--- src/hdl/bspt_pkg.sv ---
package bspt_pkg;

   // Pool size and the widths that follow from it.
   localparam int POOL_SLOTS = 32;
   localparam int ADDR_W     = (POOL_SLOTS > 1) ? $clog2(POOL_SLOTS) : 1;
   localparam int CNT_W      = $clog2(POOL_SLOTS + 1);
   // Wide enough to hold any slot index and the pool size itself.
   localparam int SEL_WIDE_W = 11;

   // Field widths.
   localparam int MODE_W   = 2;
   localparam int HANDLE_W = 16;
   localparam int COLOR_W  = 8;
   localparam int WIDTH_W  = 16;
   localparam int ID_W     = 32;
   localparam int SEL_W    = 5;
   localparam int STATUS_W = 2;
   localparam int INDEX_W  = 5;

   localparam logic [ID_W-1:0] ID_START = ID_W'(1);

   typedef enum logic [MODE_W-1:0] {
      MODE_ADD,
      MODE_FIND_OWNER,
      MODE_FIND_ID,
      MODE_REMOVE
   } mode_type;

   typedef enum logic [STATUS_W-1:0] {
      STATUS_OK,
      STATUS_NOT_FOUND,
      STATUS_FULL
   } status_type;

   typedef enum logic {
      ST_IDLE,
      ST_BUSY
   } state_type;

   typedef struct packed {
      mode_type              mode;
      logic [HANDLE_W-1:0]   owner_handle;
      logic [HANDLE_W-1:0]   target_handle;
      logic [COLOR_W-1:0]    beam_color;
      logic [WIDTH_W-1:0]    beam_width;
      logic [ID_W-1:0]       search_id;
      logic [SEL_W-1:0]      slot_sel;
   } req_type;

   // One slot of the pool as it is kept in the slot memory.
   typedef struct packed {
      logic [ID_W-1:0]       id;
      logic [WIDTH_W-1:0]    width;
      logic [COLOR_W-1:0]    color;
      logic [HANDLE_W-1:0]   target;
      logic [HANDLE_W-1:0]   owner;
   } entry_type;

   localparam int ENTRY_W = $bits(entry_type);

   // Commands from the controller to the datapath.
   typedef struct packed {
      logic accept;
      logic step;
      logic commit;
   } cmd_type;

   // Status from the datapath to the controller.
   typedef struct packed {
      logic immediate;
      logic hit;
      logic scan_end;
      logic out_free;
   } sts_type;

endpackage

--- src/hdl/bspt_req_if.sv ---
interface bspt_req_if
   import bspt_pkg::*;
();
   logic                valid;
   logic                ready;
   logic [MODE_W-1:0]   mode;
   logic [HANDLE_W-1:0] owner_handle;
   logic [HANDLE_W-1:0] target_handle;
   logic [COLOR_W-1:0]  beam_color;
   logic [WIDTH_W-1:0]  beam_width;
   logic [ID_W-1:0]     search_id;
   logic [SEL_W-1:0]    slot_sel;

   modport source (
      output valid, mode, owner_handle, target_handle, beam_color, beam_width,
             search_id, slot_sel,
      input  ready
   );

   modport sink (
      input  valid, mode, owner_handle, target_handle, beam_color, beam_width,
             search_id, slot_sel,
      output ready
   );
endinterface

--- src/hdl/bspt_rsp_if.sv ---
interface bspt_rsp_if
   import bspt_pkg::*;
();
   logic                valid;
   logic                ready;
   logic [STATUS_W-1:0] status;
   logic [INDEX_W-1:0]  slot_index;
   logic [ID_W-1:0]     found_id;
   logic [HANDLE_W-1:0] found_owner;
   logic [HANDLE_W-1:0] found_target;
   logic [COLOR_W-1:0]  found_color;
   logic [WIDTH_W-1:0]  found_width;

   modport source (
      output valid, status, slot_index, found_id, found_owner, found_target,
             found_color, found_width,
      input  ready
   );

   modport sink (
      input  valid, status, slot_index, found_id, found_owner, found_target,
             found_color, found_width,
      output ready
   );
endinterface

--- src/hdl/bspt_ram.sv ---
module bspt_ram #(
   parameter int WIDTH = 8,
   parameter int DEPTH = 32
) (
   input  logic                   clock,
   input  logic                   we,
   input  logic [((DEPTH > 1) ? $clog2(DEPTH) : 1)-1:0] waddr,
   input  logic [WIDTH-1:0]       wdata,
   input  logic                   re,
   input  logic [((DEPTH > 1) ? $clog2(DEPTH) : 1)-1:0] raddr,
   output logic [WIDTH-1:0]       rdata
);
   logic [WIDTH-1:0] mem_ff [DEPTH];
   logic [WIDTH-1:0] rdata_ff;

   always_ff @(posedge clock) begin
      if (we) begin
         mem_ff[waddr] <= wdata;
      end
      if (re) begin
         rdata_ff <= mem_ff[raddr];
      end
   end

   assign rdata = rdata_ff;
endmodule

--- src/hdl/bspt_ctrl.sv ---
module bspt_ctrl
   import bspt_pkg::*;
(
   input  logic    clock,
   input  logic    reset,
   input  logic    req_valid,
   output logic    req_ready,
   input  sts_type sts,
   output cmd_type cmd
);
   state_type state_ff;
   state_type state_in;
   logic      done;

   always_ff @(posedge clock) begin
      if (reset) begin
         state_ff <= ST_IDLE;
      end else begin
         state_ff <= state_in;
      end
   end

   always_comb begin
      state_in  = state_ff;
      cmd       = '0;
      req_ready = 1'b0;
      done      = sts.immediate || sts.hit || sts.scan_end;
      unique case (state_ff)
         ST_IDLE: begin
            req_ready = 1'b1;
            if (req_valid) begin
               cmd.accept = 1'b1;
               state_in   = ST_BUSY;
            end
         end
         ST_BUSY: begin
            // Keep scanning until an answer is known; then wait for room
            // in the result register before committing.
            if (!done) begin
               cmd.step = 1'b1;
            end else if (sts.out_free) begin
               cmd.commit = 1'b1;
               state_in   = ST_IDLE;
            end
         end
      endcase
   end

`ifndef SYNTH
   a_no_back_to_back: assert property (@(posedge clock) disable iff (reset)
      (req_valid && req_ready) |=> !req_ready)
      else $error("second request taken while one is in progress");

   a_commit_has_room: assert property (@(posedge clock) disable iff (reset)
      cmd.commit |-> sts.out_free)
      else $error("result committed over a pending result");
`endif
endmodule

--- src/hdl/bspt_datapath.sv ---
module bspt_datapath
   import bspt_pkg::*;
(
   input  logic       clock,
   input  logic       reset,
   input  req_type    req_data,
   input  cmd_type    cmd,
   output sts_type    sts,
   bspt_rsp_if.source rsp_if
);
   req_type                 req_ff, req_in;
   logic [POOL_SLOTS-1:0]   valid_ff, valid_in;
   logic [ID_W-1:0]         next_id_ff, next_id_in;
   logic [CNT_W-1:0]        rd_addr_ff, rd_addr_in;
   logic [ADDR_W-1:0]       chk_idx_ff, chk_idx_in;
   logic                    chk_vld_ff, chk_vld_in;
   logic                    rsp_valid_ff, rsp_valid_in;
   status_type              status_ff, status_in;
   logic [INDEX_W-1:0]      index_ff, index_in;
   entry_type               found_ff, found_in;

   entry_type               rd_entry;
   entry_type               wr_entry;
   mode_type                mode;
   logic [SEL_WIDE_W-1:0]   sel_wide;
   logic [SEL_WIDE_W-1:0]   chk_wide;
   logic [ADDR_W-1:0]       sel_addr;
   logic                    sel_in_range;
   logic                    chk_free;
   logic                    chk_match;
   logic                    issue;
   logic                    ram_we;

   assign mode         = req_ff.mode;
   assign sel_wide     = SEL_WIDE_W'(req_ff.slot_sel);
   assign sel_in_range = sel_wide < SEL_WIDE_W'(POOL_SLOTS);
   assign sel_addr     = sel_wide[ADDR_W-1:0];
   assign chk_wide     = SEL_WIDE_W'(chk_idx_ff);
   assign chk_free     = !valid_ff[chk_idx_ff];

   assign wr_entry.id     = next_id_ff;
   assign wr_entry.width  = req_ff.beam_width;
   assign wr_entry.color  = req_ff.beam_color;
   assign wr_entry.target = req_ff.target_handle;
   assign wr_entry.owner  = req_ff.owner_handle;

   // Match test on the entry whose read data is on the memory output.
   always_comb begin
      unique case (mode)
         MODE_ADD:        chk_match = chk_free;
         MODE_FIND_OWNER: chk_match = !chk_free && (rd_entry.owner == req_ff.owner_handle);
         MODE_FIND_ID:    chk_match = !chk_free && (rd_entry.id == req_ff.search_id);
         MODE_REMOVE:     chk_match = 1'b0;
      endcase
   end

   always_comb begin
      sts.immediate = (mode == MODE_REMOVE) ||
                      ((mode == MODE_ADD) && (req_ff.owner_handle == '0));
      sts.hit       = chk_vld_ff && chk_match;
      sts.scan_end  = chk_vld_ff && !chk_match &&
                      (chk_wide == SEL_WIDE_W'(POOL_SLOTS - 1));
      sts.out_free  = !rsp_valid_ff || rsp_if.ready;
   end

   assign issue  = cmd.step && (rd_addr_ff < CNT_W'(POOL_SLOTS));
   assign ram_we = cmd.commit && !sts.immediate && sts.hit && (mode == MODE_ADD);

   bspt_ram #(
      .WIDTH (ENTRY_W),
      .DEPTH (POOL_SLOTS)
   ) u_slot_ram (
      .clock (clock),
      .we    (ram_we),
      .waddr (chk_idx_ff),
      .wdata (wr_entry),
      .re    (issue),
      .raddr (rd_addr_ff[ADDR_W-1:0]),
      .rdata (rd_entry)
   );

   always_comb begin
      req_in       = req_ff;
      valid_in     = valid_ff;
      next_id_in   = next_id_ff;
      rd_addr_in   = rd_addr_ff;
      chk_idx_in   = chk_idx_ff;
      chk_vld_in   = chk_vld_ff;
      rsp_valid_in = rsp_valid_ff && !rsp_if.ready;
      status_in    = status_ff;
      index_in     = index_ff;
      found_in     = found_ff;

      if (cmd.accept) begin
         req_in     = req_data;
         rd_addr_in = '0;
         chk_vld_in = 1'b0;
      end

      if (cmd.step) begin
         rd_addr_in = rd_addr_ff + CNT_W'(issue);
         chk_idx_in = rd_addr_ff[ADDR_W-1:0];
         chk_vld_in = issue;
      end

      if (cmd.commit) begin
         rsp_valid_in = 1'b1;
         status_in    = STATUS_OK;
         index_in     = '0;
         found_in     = '0;
         if (sts.immediate) begin
            if (mode == MODE_REMOVE) begin
               if (sel_in_range) begin
                  valid_in[sel_addr] = 1'b0;
                  index_in           = req_ff.slot_sel;
               end else begin
                  status_in = STATUS_NOT_FOUND;
               end
            end else begin
               status_in = STATUS_FULL;
            end
         end else if (sts.hit) begin
            index_in = chk_wide[INDEX_W-1:0];
            if (mode == MODE_ADD) begin
               valid_in[chk_idx_ff] = 1'b1;
               next_id_in           = next_id_ff + ID_W'(1);
               found_in             = wr_entry;
            end else begin
               found_in = rd_entry;
            end
         end else if (mode == MODE_ADD) begin
            status_in = STATUS_FULL;
         end else begin
            status_in = STATUS_NOT_FOUND;
         end
      end
   end

   always_ff @(posedge clock) begin
      if (reset) begin
         valid_ff     <= '0;
         next_id_ff   <= ID_START;
         rd_addr_ff   <= '0;
         chk_vld_ff   <= 1'b0;
         rsp_valid_ff <= 1'b0;
      end else begin
         valid_ff     <= valid_in;
         next_id_ff   <= next_id_in;
         rd_addr_ff   <= rd_addr_in;
         chk_vld_ff   <= chk_vld_in;
         rsp_valid_ff <= rsp_valid_in;
      end
   end

   always_ff @(posedge clock) begin
      req_ff     <= req_in;
      chk_idx_ff <= chk_idx_in;
      status_ff  <= status_in;
      index_ff   <= index_in;
      found_ff   <= found_in;
   end

   assign rsp_if.valid        = rsp_valid_ff;
   assign rsp_if.status       = status_ff;
   assign rsp_if.slot_index   = index_ff;
   assign rsp_if.found_id     = found_ff.id;
   assign rsp_if.found_owner  = found_ff.owner;
   assign rsp_if.found_target = found_ff.target;
   assign rsp_if.found_color  = found_ff.color;
   assign rsp_if.found_width  = found_ff.width;

`ifndef SYNTH
   a_write_free_slot: assert property (@(posedge clock) disable iff (reset)
      ram_we |-> !valid_ff[chk_idx_ff])
      else $error("add wrote over an occupied slot");

   a_id_advances_on_add: assert property (@(posedge clock) disable iff (reset)
      (!$past(reset) && (next_id_ff != $past(next_id_ff))) |-> $past(ram_we))
      else $error("id counter moved without a successful add");
`endif
endmodule

--- src/hdl/beam_slot_pool_table_unit.sv ---
// Beam slot pool table: a fixed pool of POOL_SLOTS beam slots (32 by default).
// Each request transfer carries one operation: add places owner, target,
// color and width in the lowest free slot and tags it with a running 32-bit
// id that starts at 1; find by owner and find by id return the lowest
// occupied slot that matches, with all of its fields; remove frees the slot
// named by slot_sel. Every request produces exactly one response transfer.
// An add with a zero owner handle, or into a full pool, reports status 2 and
// changes nothing. Remove and an add with a zero owner answer without a scan;
// the other operations scan from slot 0 upward and stop at the first match,
// or after the last slot, so an add into a full pool reads every slot. No new
// request is taken until the current one is committed. The scan reads one slot
// entry per cycle from the single read port of the slot memory. Occupancy is
// held in one flip-flop per slot that reset clears, so no clearing pass is
// needed and the block takes a request in the first cycle after reset. The
// response sits in an output register; a new request is taken while an
// older response still waits, and the scan holds its answer until the
// response register is free.
module beam_slot_pool_table_unit
   import bspt_pkg::*;
(
   input  logic     clock,
   input  logic     reset,
   bspt_req_if.sink   req_if,
   bspt_rsp_if.source rsp_if
);
   req_type req_data;
   cmd_type cmd;
   sts_type sts;
   logic    req_ready;

   // Gather the request fields into one word for the datapath.
   assign req_data.mode          = mode_type'(req_if.mode);
   assign req_data.owner_handle  = req_if.owner_handle;
   assign req_data.target_handle = req_if.target_handle;
   assign req_data.beam_color    = req_if.beam_color;
   assign req_data.beam_width    = req_if.beam_width;
   assign req_data.search_id     = req_if.search_id;
   assign req_data.slot_sel      = req_if.slot_sel;

   assign req_if.ready = req_ready;

   // The controller sequences accept, scan and commit; it only sees the
   // request handshake and the status summary from the datapath.
   bspt_ctrl u_ctrl (
      .clock     (clock),
      .reset     (reset),
      .req_valid (req_if.valid),
      .req_ready (req_ready),
      .sts       (sts),
      .cmd       (cmd)
   );

   // The datapath holds the slot memory, occupancy bits, id counter, scan
   // counters and the response register.
   bspt_datapath u_datapath (
      .clock    (clock),
      .reset    (reset),
      .req_data (req_data),
      .cmd      (cmd),
      .sts      (sts),
      .rsp_if   (rsp_if)
   );
endmodule

--- src/flat_wrapper.sv ---
// flat-port wrapper written by rule: the top's interface ports become plain ports
module beam_slot_pool_table_unit_flat import bspt_pkg::*;
  (clock, reset, req_if_valid, req_if_mode, req_if_owner_handle, req_if_target_handle, req_if_beam_color, req_if_beam_width, req_if_search_id, req_if_slot_sel, req_if_ready, rsp_if_valid, rsp_if_status, rsp_if_slot_index, rsp_if_found_id, rsp_if_found_owner, rsp_if_found_target, rsp_if_found_color, rsp_if_found_width, rsp_if_ready);
  bspt_req_if req_if_i ();
  bspt_rsp_if rsp_if_i ();
  input  logic clock;
  input  logic reset;
  input wire logic [$bits(req_if_i.valid)-1:0] req_if_valid;
  input wire logic [$bits(req_if_i.mode)-1:0] req_if_mode;
  input wire logic [$bits(req_if_i.owner_handle)-1:0] req_if_owner_handle;
  input wire logic [$bits(req_if_i.target_handle)-1:0] req_if_target_handle;
  input wire logic [$bits(req_if_i.beam_color)-1:0] req_if_beam_color;
  input wire logic [$bits(req_if_i.beam_width)-1:0] req_if_beam_width;
  input wire logic [$bits(req_if_i.search_id)-1:0] req_if_search_id;
  input wire logic [$bits(req_if_i.slot_sel)-1:0] req_if_slot_sel;
  output wire logic [$bits(req_if_i.ready)-1:0] req_if_ready;
  output wire logic [$bits(rsp_if_i.valid)-1:0] rsp_if_valid;
  output wire logic [$bits(rsp_if_i.status)-1:0] rsp_if_status;
  output wire logic [$bits(rsp_if_i.slot_index)-1:0] rsp_if_slot_index;
  output wire logic [$bits(rsp_if_i.found_id)-1:0] rsp_if_found_id;
  output wire logic [$bits(rsp_if_i.found_owner)-1:0] rsp_if_found_owner;
  output wire logic [$bits(rsp_if_i.found_target)-1:0] rsp_if_found_target;
  output wire logic [$bits(rsp_if_i.found_color)-1:0] rsp_if_found_color;
  output wire logic [$bits(rsp_if_i.found_width)-1:0] rsp_if_found_width;
  input wire logic [$bits(rsp_if_i.ready)-1:0] rsp_if_ready;
  assign req_if_i.valid = req_if_valid;
  assign req_if_i.mode = req_if_mode;
  assign req_if_i.owner_handle = req_if_owner_handle;
  assign req_if_i.target_handle = req_if_target_handle;
  assign req_if_i.beam_color = req_if_beam_color;
  assign req_if_i.beam_width = req_if_beam_width;
  assign req_if_i.search_id = req_if_search_id;
  assign req_if_i.slot_sel = req_if_slot_sel;
  assign req_if_ready = req_if_i.ready;
  assign rsp_if_valid = rsp_if_i.valid;
  assign rsp_if_status = rsp_if_i.status;
  assign rsp_if_slot_index = rsp_if_i.slot_index;
  assign rsp_if_found_id = rsp_if_i.found_id;
  assign rsp_if_found_owner = rsp_if_i.found_owner;
  assign rsp_if_found_target = rsp_if_i.found_target;
  assign rsp_if_found_color = rsp_if_i.found_color;
  assign rsp_if_found_width = rsp_if_i.found_width;
  assign rsp_if_i.ready = rsp_if_ready;
  beam_slot_pool_table_unit u_core (.clock(clock), .reset(reset), .req_if(req_if_i), .rsp_if(rsp_if_i));
endmodule
--- config.mk ---
export PLATFORM = sky130hd
export DESIGN_NAME = beam_slot_pool_table_unit_flat
export DESIGN_NICKNAME = d
export VERILOG_FILES = /design/src/hdl/bspt_pkg.sv /design/src/hdl/bspt_req_if.sv /design/src/hdl/bspt_rsp_if.sv /design/src/hdl/bspt_ram.sv /design/src/hdl/bspt_ctrl.sv /design/src/hdl/bspt_datapath.sv /design/src/hdl/beam_slot_pool_table_unit.sv /design/src/flat_wrapper.sv
export SDC_FILE = /design/constraint.sdc
export NUM_CORES = 2
export LEC_CHECK = 0
export BUFFER_PORTS_ARGS = -buffer_cell sky130_fd_sc_hd__buf_2
export CAP_MARGIN = 25
export CORE_MARGIN = 4
export CORE_UTILIZATION = 45
export DETAILED_ROUTE_END_ITERATION = 10
export GPL_TIMING_DRIVEN = 0
export MAX_ROUTING_LAYER = met4
export PLACE_DENSITY = 0.71
export SETUP_SLACK_MARGIN = 0.5
export SKIP_CTS_REPAIR_TIMING = 1
export SLEW_MARGIN = 40
export SYNTH_ARGS = -nofsm -noshare
export SYNTH_HDL_FRONTEND = slang
export SYNTH_SLANG_ARGS = --single-unit
--- constraint.sdc ---
create_clock -name clock -period 10.9 [get_ports clock]
set_clock_uncertainty 0.1 [all_clocks]
set_input_delay 1.635 -clock clock [delete_from_list [all_inputs] [get_ports clock]]
set_output_delay 1.635 -clock clock [all_outputs]
set_load 0.1 [all_outputs]
-- Yosys cells after proc, flatten, opt, wreduce, memory -nomap -nowiden
Memories as Yosys holds them, arrays and structs flattened. A register that Yosys moved wholly into a read port is not among the register bits.
Index checks and enable logic that the tools add are counted.
- bits in registers: 268
- RAM bits: 2816
- input bits: 99
- output and inout port bits: 97
- logic and storage cells: 113
- memories: 1
- add/subtract/negate cells: 2
- order comparisons: 6
- equal/unequal tests: 8
- multiplexer cells: 39
- bitwise operators: 6
- reductions and logical operators: 30
- memory list (name ; depth ; bits a word ; rd ports ; clocked after Yosys merged registers in ; write ports ; line ; source):
    u_core.u_datapath.u_slot_ram.mem_ff ; 32 ; 88 ; 1 ; 1 ; 1 ; bspt_ram.sv:13 ; logic [WIDTH-1:0] mem_ff [DEPTH];
- operators by type and width (cell ; count):
    $mux 32 ; 5
    $mux 88 ; 1
    $add 32x1->32 const B ; 1
    $and 32x32->32 ; 1
    $eq 32x32->1 ; 1
    $not 32->32 ; 1
    $or 32x32->32 ; 1
    $mux 5 ; 4
    $lt 5x6->1 const B ; 3
    $mux 1 ; 17
    $eq 16x16->1 ; 1
    $logic_not 16->1 ; 1
    $logic_and 1x1->1 ; 13
    $mux 6 ; 2
    $demux 1 s5 ; 2
    $ge 5x1->1 const B ; 2
    $mux 2 ; 5
    $add 6x1->6 ; 1
    $lt 6x6->1 const B ; 1
    $reduce_bool 2->1 ; 3
    $bmux 1 s5 ; 1
    $eq 5x5->1 const B ; 1
    $logic_not 1->1 ; 5
    $reduce_and 5->1 ; 1
    other kinds (10) ; 17

-- Logic depth before layout (Yosys ltp)
- depth in word-level cells: 15
- gate-level depth with buffers: 15
- gate-level depth less buffers: 15

-- By module
A second synthesis with hierarchy kept.
- cell total of the unflattened synthesis: 6091
- area total of the unflattened synthesis: 121988.2 sq um
- modules (own cells, without submodules) (module ; times used ; cells an instance ; area an instance (sq um) ; seq. area each (sq um)):
    bspt_ram ; 1 ; 5145 ; 109699.0 ; 87203.6
    bspt_datapath ; 1 ; 939 ; 12229.2 ; 7297.0
    bspt_ctrl ; 1 ; 7 ; 60.1 ; 20.0

-- Worst setup path after synthesis
Ideal clock, no wire load.
- kind: input-to-reg
- start point: input port rsp_if_ready
- end point: memory u_core.u_datapath.u_slot_ram.mem_ff[31][0] (netlist name), enable pin
- setup time: 0.643 ns
- data arrival time: 8.480 ns
- data required time: 10.157 ns
- slack: 1.677 ns
- cell stages on the path: 6
- buffers on the path: 1
- cell sequence: nand2b_1 > and2_1 > clkbuf_1 > nand3_1 > or2_2 > nor3_1
- cells in the longest elaborated chain, start to end: 9
- RTL lines (what ; line ; source):
    from (decl) ; flat_wrapper.sv:25 ; input wire logic [$bits(rsp_if_i.ready)-1:0] rsp_if_ready;
    $logic_or 1x1->1 ; bspt_datapath.sv:63 ; sts.out_free = !rsp_valid_ff || rsp_if.ready;
    $mux 1 ; bspt_ctrl.sv:41 ; end else if (sts.out_free) begin
    $mux 1 ; bspt_ctrl.sv:39 ; if (!done) begin
    $mux 2 ; bspt_ctrl.sv:28 ; unique case (state_ff)
    $logic_and 1x1->1 (3 in series) ; bspt_datapath.sv:67 ; assign ram_we = cmd.commit && !sts.immediate && sts.hit && (mode == MODE_ADD);
    $mux 1 ; bspt_ram.sv:17 ; if (we) begin
    $mux 1 (not written as such) ; bspt_ram.sv:18 ; mem_ff[waddr] <= wdata;
    to (decl) ; bspt_ram.sv:13 ;
No other way between the ends.

-- Final worst setup path
- start point: register u_core.u_datapath.req_ff[92] (netlist name)
- end point: memory u_core.u_datapath.u_slot_ram.mem_ff[10][26] (netlist name), enable pin
- cells in the longest elaborated chain, start to end: 14
- elaborated cells between the ends (all ways): 20
- RTL lines (what ; line ; source):
    from (decl) ; bspt_datapath.sv:11 ; req_type req_ff, req_in;
    from (signal assigned) ; bspt_datapath.sv:156 ; req_ff <= req_in;
    $eq 16x16->1 ; bspt_datapath.sv:51 ; MODE_FIND_OWNER: chk_match = !chk_free && (rd_entry.owner == req_ff.owner_handle);
    $logic_and 1x1->1 ; bspt_datapath.sv:51 ;
    $pmux 1 s4 ; bspt_datapath.sv:49 ; unique case (mode)
    $logic_not 1->1 ; bspt_datapath.sv:61 ; sts.scan_end = chk_vld_ff && !chk_match &&
    $logic_and 1x1->1 (2 in series) ; bspt_datapath.sv:61 ;
    $logic_or 1x1->1 ; bspt_ctrl.sv:27 ; done = sts.immediate || sts.hit || sts.scan_end;
    $mux 1 ; bspt_ctrl.sv:39 ;
    $mux 2 ; bspt_ctrl.sv:28 ;
    $logic_and 1x1->1 ; bspt_datapath.sv:67 ;
    $logic_and 1x1->1 * (2 in series) ; bspt_datapath.sv:67 ;
    $mux 1 * ; bspt_ram.sv:17 ;
    $mux 1 (not written as such) * ; bspt_ram.sv:18 ;
Every way passes the cells marked *; elsewhere a longest branch is shown, timed or not.

==> metrics.txt <==
Final min period=6.381 ns; Reg-to-Reg Start=u_core.u_datapath.req_ff[92]; Vias per Instance=6.265; layout cells sized above 1=0.3603; Slew Viols, Final=0; Clk Latency, worst-skew pair=0.86 ns; DR iter-0 viols=10380; CP max FO=21; Sink Count=3172; Setup WS post-layout=4.519 ns; Tot Pwr=24.26 mW; Critical path origin=u_core.u_datapath.req_ff[92]; Fin Setup TNS=0 ns; total of max-cap violations=0; drt drc=0; initial antenna violation count=15; IO Pins=196; worst path required time=11.34 ns; Yosys reg bits=3172; Die Ht=525.9 um; EDFF count, synth=3099; kind of end point of the critical path=flop; Non-Filler Instances=9718; Synth Instances=5080; Vias=60880; Slew HR=0.3836; achievable frequency=156.7 MHz; Placer Congestion=0.8971; largest net degree at the start of global routing=51; Final nets=6045; dominant synthesized flop cell=edfxtp_1; Buffers on Ports=194; synth-to-layout area growth=18.21%; DRT antenna net count=0; sequential share of the synthesized area=0.7833; Slew @ Worst Pin=0.9246 ns; Die ar.=0.2765 mm^2; DR WL/cell=34.13 um; Ys Warns=0; leakage=42.36 nW; PD cells=170.1 mW/mm^2; Setup crit start kind=flop; DP Worst Slack=4.643 ns; critical path arrival=6.82 ns; Die X-Extent=525.9 um; part of the cycle the worst path needs=0.5854; syn nets=5185; site row count=189; Yosys cell types=57; synthesized cell area=0.1207 mm^2; CTS H-tree lvls=5; total congestion overflow=0; CTS tree=yes; first-pass GRT wire length=467300 um; Root Driver=clkbuf_16; dpl hpwl=216100 um; Setup Viol. Count Final=0; CTS Buf Count=305; Tot GR Track Use=0.2444; Starting Density=0.4536; post-synthesis average cell area=23.76 um^2; outcome=finished, final reports clean; Inst Count DP=9122; Setup CP Type=flop to flop; vias in the first global route=61100; Final Hold Viols=0; beginning of the worst hold path=u_core.u_datapath.rd_addr_ff[2]; RSZ-0062 raised after global routing=no; worst hold path class=flop to flop; ys async rst share=0; Reg clk slew, reported paths=0.06 ns; core area=0.2660 mm^2; worst vdd ir=0.0001364 V; Post-Route WL=331600 um; clk buf depth=4; Initial DRT Pass Iterations=6
## through the flow
stage	util	cell area (um^2)	hold slack (ns)
floorplan	-	120700	0.3064
global placement	0.4739	126100	0.3151
detailed placement	0.4987	132700	0.3180
CTS	0.5340	142100	0.3518
global route	0.5362	142600	0.3681
finish	0.5362	142700	0.3489
## critical path, cell delays in order, from the launching register on
cell and delay [ns]:
edfxtp_1 0.77, buf_8 0.25, xor2_1 0.23, nor4_1 0.65, nand3_1 0.37, nor4_4 0.65
o31ai_2 0.21, nor2_2 0.45, nand3_1 0.39, buf_2 0.43, nor2_4 0.34, buf_8 0.22
buf_6 0.18, buf_16 0.16, buf_8 0.21, buf_8 0.19, buf_16 0.18
## layout make-up
class,instances,area (um^2)
Antenna cell,24,60.06
Buffer,270,1290
Multi-Input combinational cell,1620,25330
Sequential cell,3172,94560
Fill cell,19280,123400
Clock buffer,391,8155
Clock inverter,137,1231
Tap cell,3533,4420
Inverter,18,82.58
Timing Repair Buffer,553,7527
## cell usage in the layout (no fill, tap or decap), drive strengths merged, types with 3 or more instances in the layout
| master | Yosys | routed |
|---|---|---|
| inv | 17 | 27 |
| o22ai | 34 | 34 |
| clkinv | 1 | 103 |
| nand4 | 11 | 11 |
| clkbuf | 182 | 573 |
| o311ai | 7 | 7 |
| and3 | 9 | 9 |
| nand2b | 10 | 10 |
| nor2 | 161 | 161 |
| and2 | 3 | 3 |
| ha | 6 | 6 |
| o41ai | 8 | 8 |
| xnor2 | 25 | 25 |
| nor4 | 27 | 27 |
| mux2 | 90 | 90 |
| edfxtp | 3099 | 3099 |
| nor4b | 3 | 3 |
| nor3b | 5 | 5 |
| nor2b | 3 | 3 |
| mux4 | 880 | 880 |
| clkinvlp | 0 | 4 |
| bufinv | 0 | 21 |
| xor2 | 43 | 43 |
| nand2 | 60 | 60 |
| nand3b | 6 | 6 |
| mux2i | 104 | 104 |
| diode | 0 | 24 |
| nor3 | 17 | 17 |
| and3b | 3 | 3 |
| or3b | 6 | 6 |
| buf | 88 | 641 |
| o21ai | 25 | 25 |
| dfxtp | 73 | 73 |
| nand3 | 33 | 33 |
| or2 | 11 | 11 |
| a21oi | 7 | 7 |
## sequential cells by signal (all words and copies together), names as in the netlist, 2 cells and up
register                               cells
u_core.u_datapath.u_slot_ram.mem_ff     2816
u_core.u_datapath.req_ff                  88
u_core.u_datapath.u_slot_ram.rdata        88
u_core.u_datapath.next_id_ff              32
u_core.u_datapath.rsp_if.found_id         32
u_core.u_datapath.valid_ff                32
u_core.u_datapath.rsp_if.found_owner      16
u_core.u_datapath.rsp_if.found_target     16
u_core.u_datapath.rsp_if.found_width      16
u_core.u_datapath.rsp_if.found_color       8
u_core.u_datapath.rd_addr_ff               6
u_core.u_datapath.chk_idx_ff               5
u_core.u_datapath.rsp_if.slot_index        5
u_core.u_datapath.sel_addr                 5
u_core.u_datapath.mode                     2
u_core.u_datapath.rsp_if.status            2
## Yosys cell counts (3+ instances only)
master	n	area share
a21oi_1	7	0.00029
and2_1	3	0.00016
and3_1	9	0.00047
and3b_1	3	0.00022
buf_1	62	0.0019
buf_2	24	0.0010
clkbuf_1	182	0.0057
dfxtp_1	73	0.012
edfxtp_1	3099	0.77
ha_1	6	0.00062
inv_1	17	0.00053
mux2_2	90	0.0084
mux2i_1	104	0.0086
mux4_2	880	0.16
nand2_1	60	0.0019
nand2b_1	9	0.00047
nand3_1	33	0.0014
nand3b_1	6	0.00037
nand4_1	11	0.00057
nor2_1	160	0.0050
nor2b_1	3	0.00016
nor3_1	17	0.00071
nor3b_1	5	0.00031
nor4_1	27	0.0014
nor4b_1	3	0.00022
o21ai_0	23	0.00095
o22ai_1	26	0.0013
o22ai_2	8	0.00083
o311ai_0	7	0.00051
o41ai_1	8	0.00058
or2_2	11	0.00057
or3b_1	3	0.00022
or3b_2	3	0.00022
xnor2_1	25	0.0018
xor2_1	43	0.0031
## cells by family after synthesis
family / Yosys count / share of synthesized area
simple gates: 376 / 0.01496
fa+ha+maj: 6 / 0.0006221
xor+xnor: 68 / 0.004935
mux: 1074 / 0.1813
flops: 3172 / 0.7833
compound gates: 96 / 0.005672
buf+inv: 288 / 0.009300
## final timing paths
path	end	slack [ns]	cells past startpoint
max reg2reg	u_core.u_datapath.u_slot_ram.mem_ff[10][26]	4.52	16
max	u_core.u_datapath.u_slot_ram.mem_ff[10][26]	4.52	16
min	u_core.u_datapath.chk_idx_ff[2]	0.35	0
min reg2reg	u_core.u_datapath.chk_idx_ff[2]	0.35	0
## power breakdown
part           total (mW)  internal (mW)  leakage [nW]  switching, mW
Combinational       0.600          0.217          10.4          0.383
Sequential           13.4           13.4          27.4         0.0683
Clock                10.2           5.78          4.58           4.44
Total                24.3           19.4          42.4           4.89
## routing by layer
layer / track usage / vias up / part of all wire
li1: - / 23470 / -
met1: 0.3216 / 32000 / 0.36
met2: 0.3796 / 4610 / 0.48
met3: 0.05034 / 809 / 0.12
met4: 0.09232 / 0 / 0.045
met5: - / - / 0
Power figures use the tool's default switching activity.
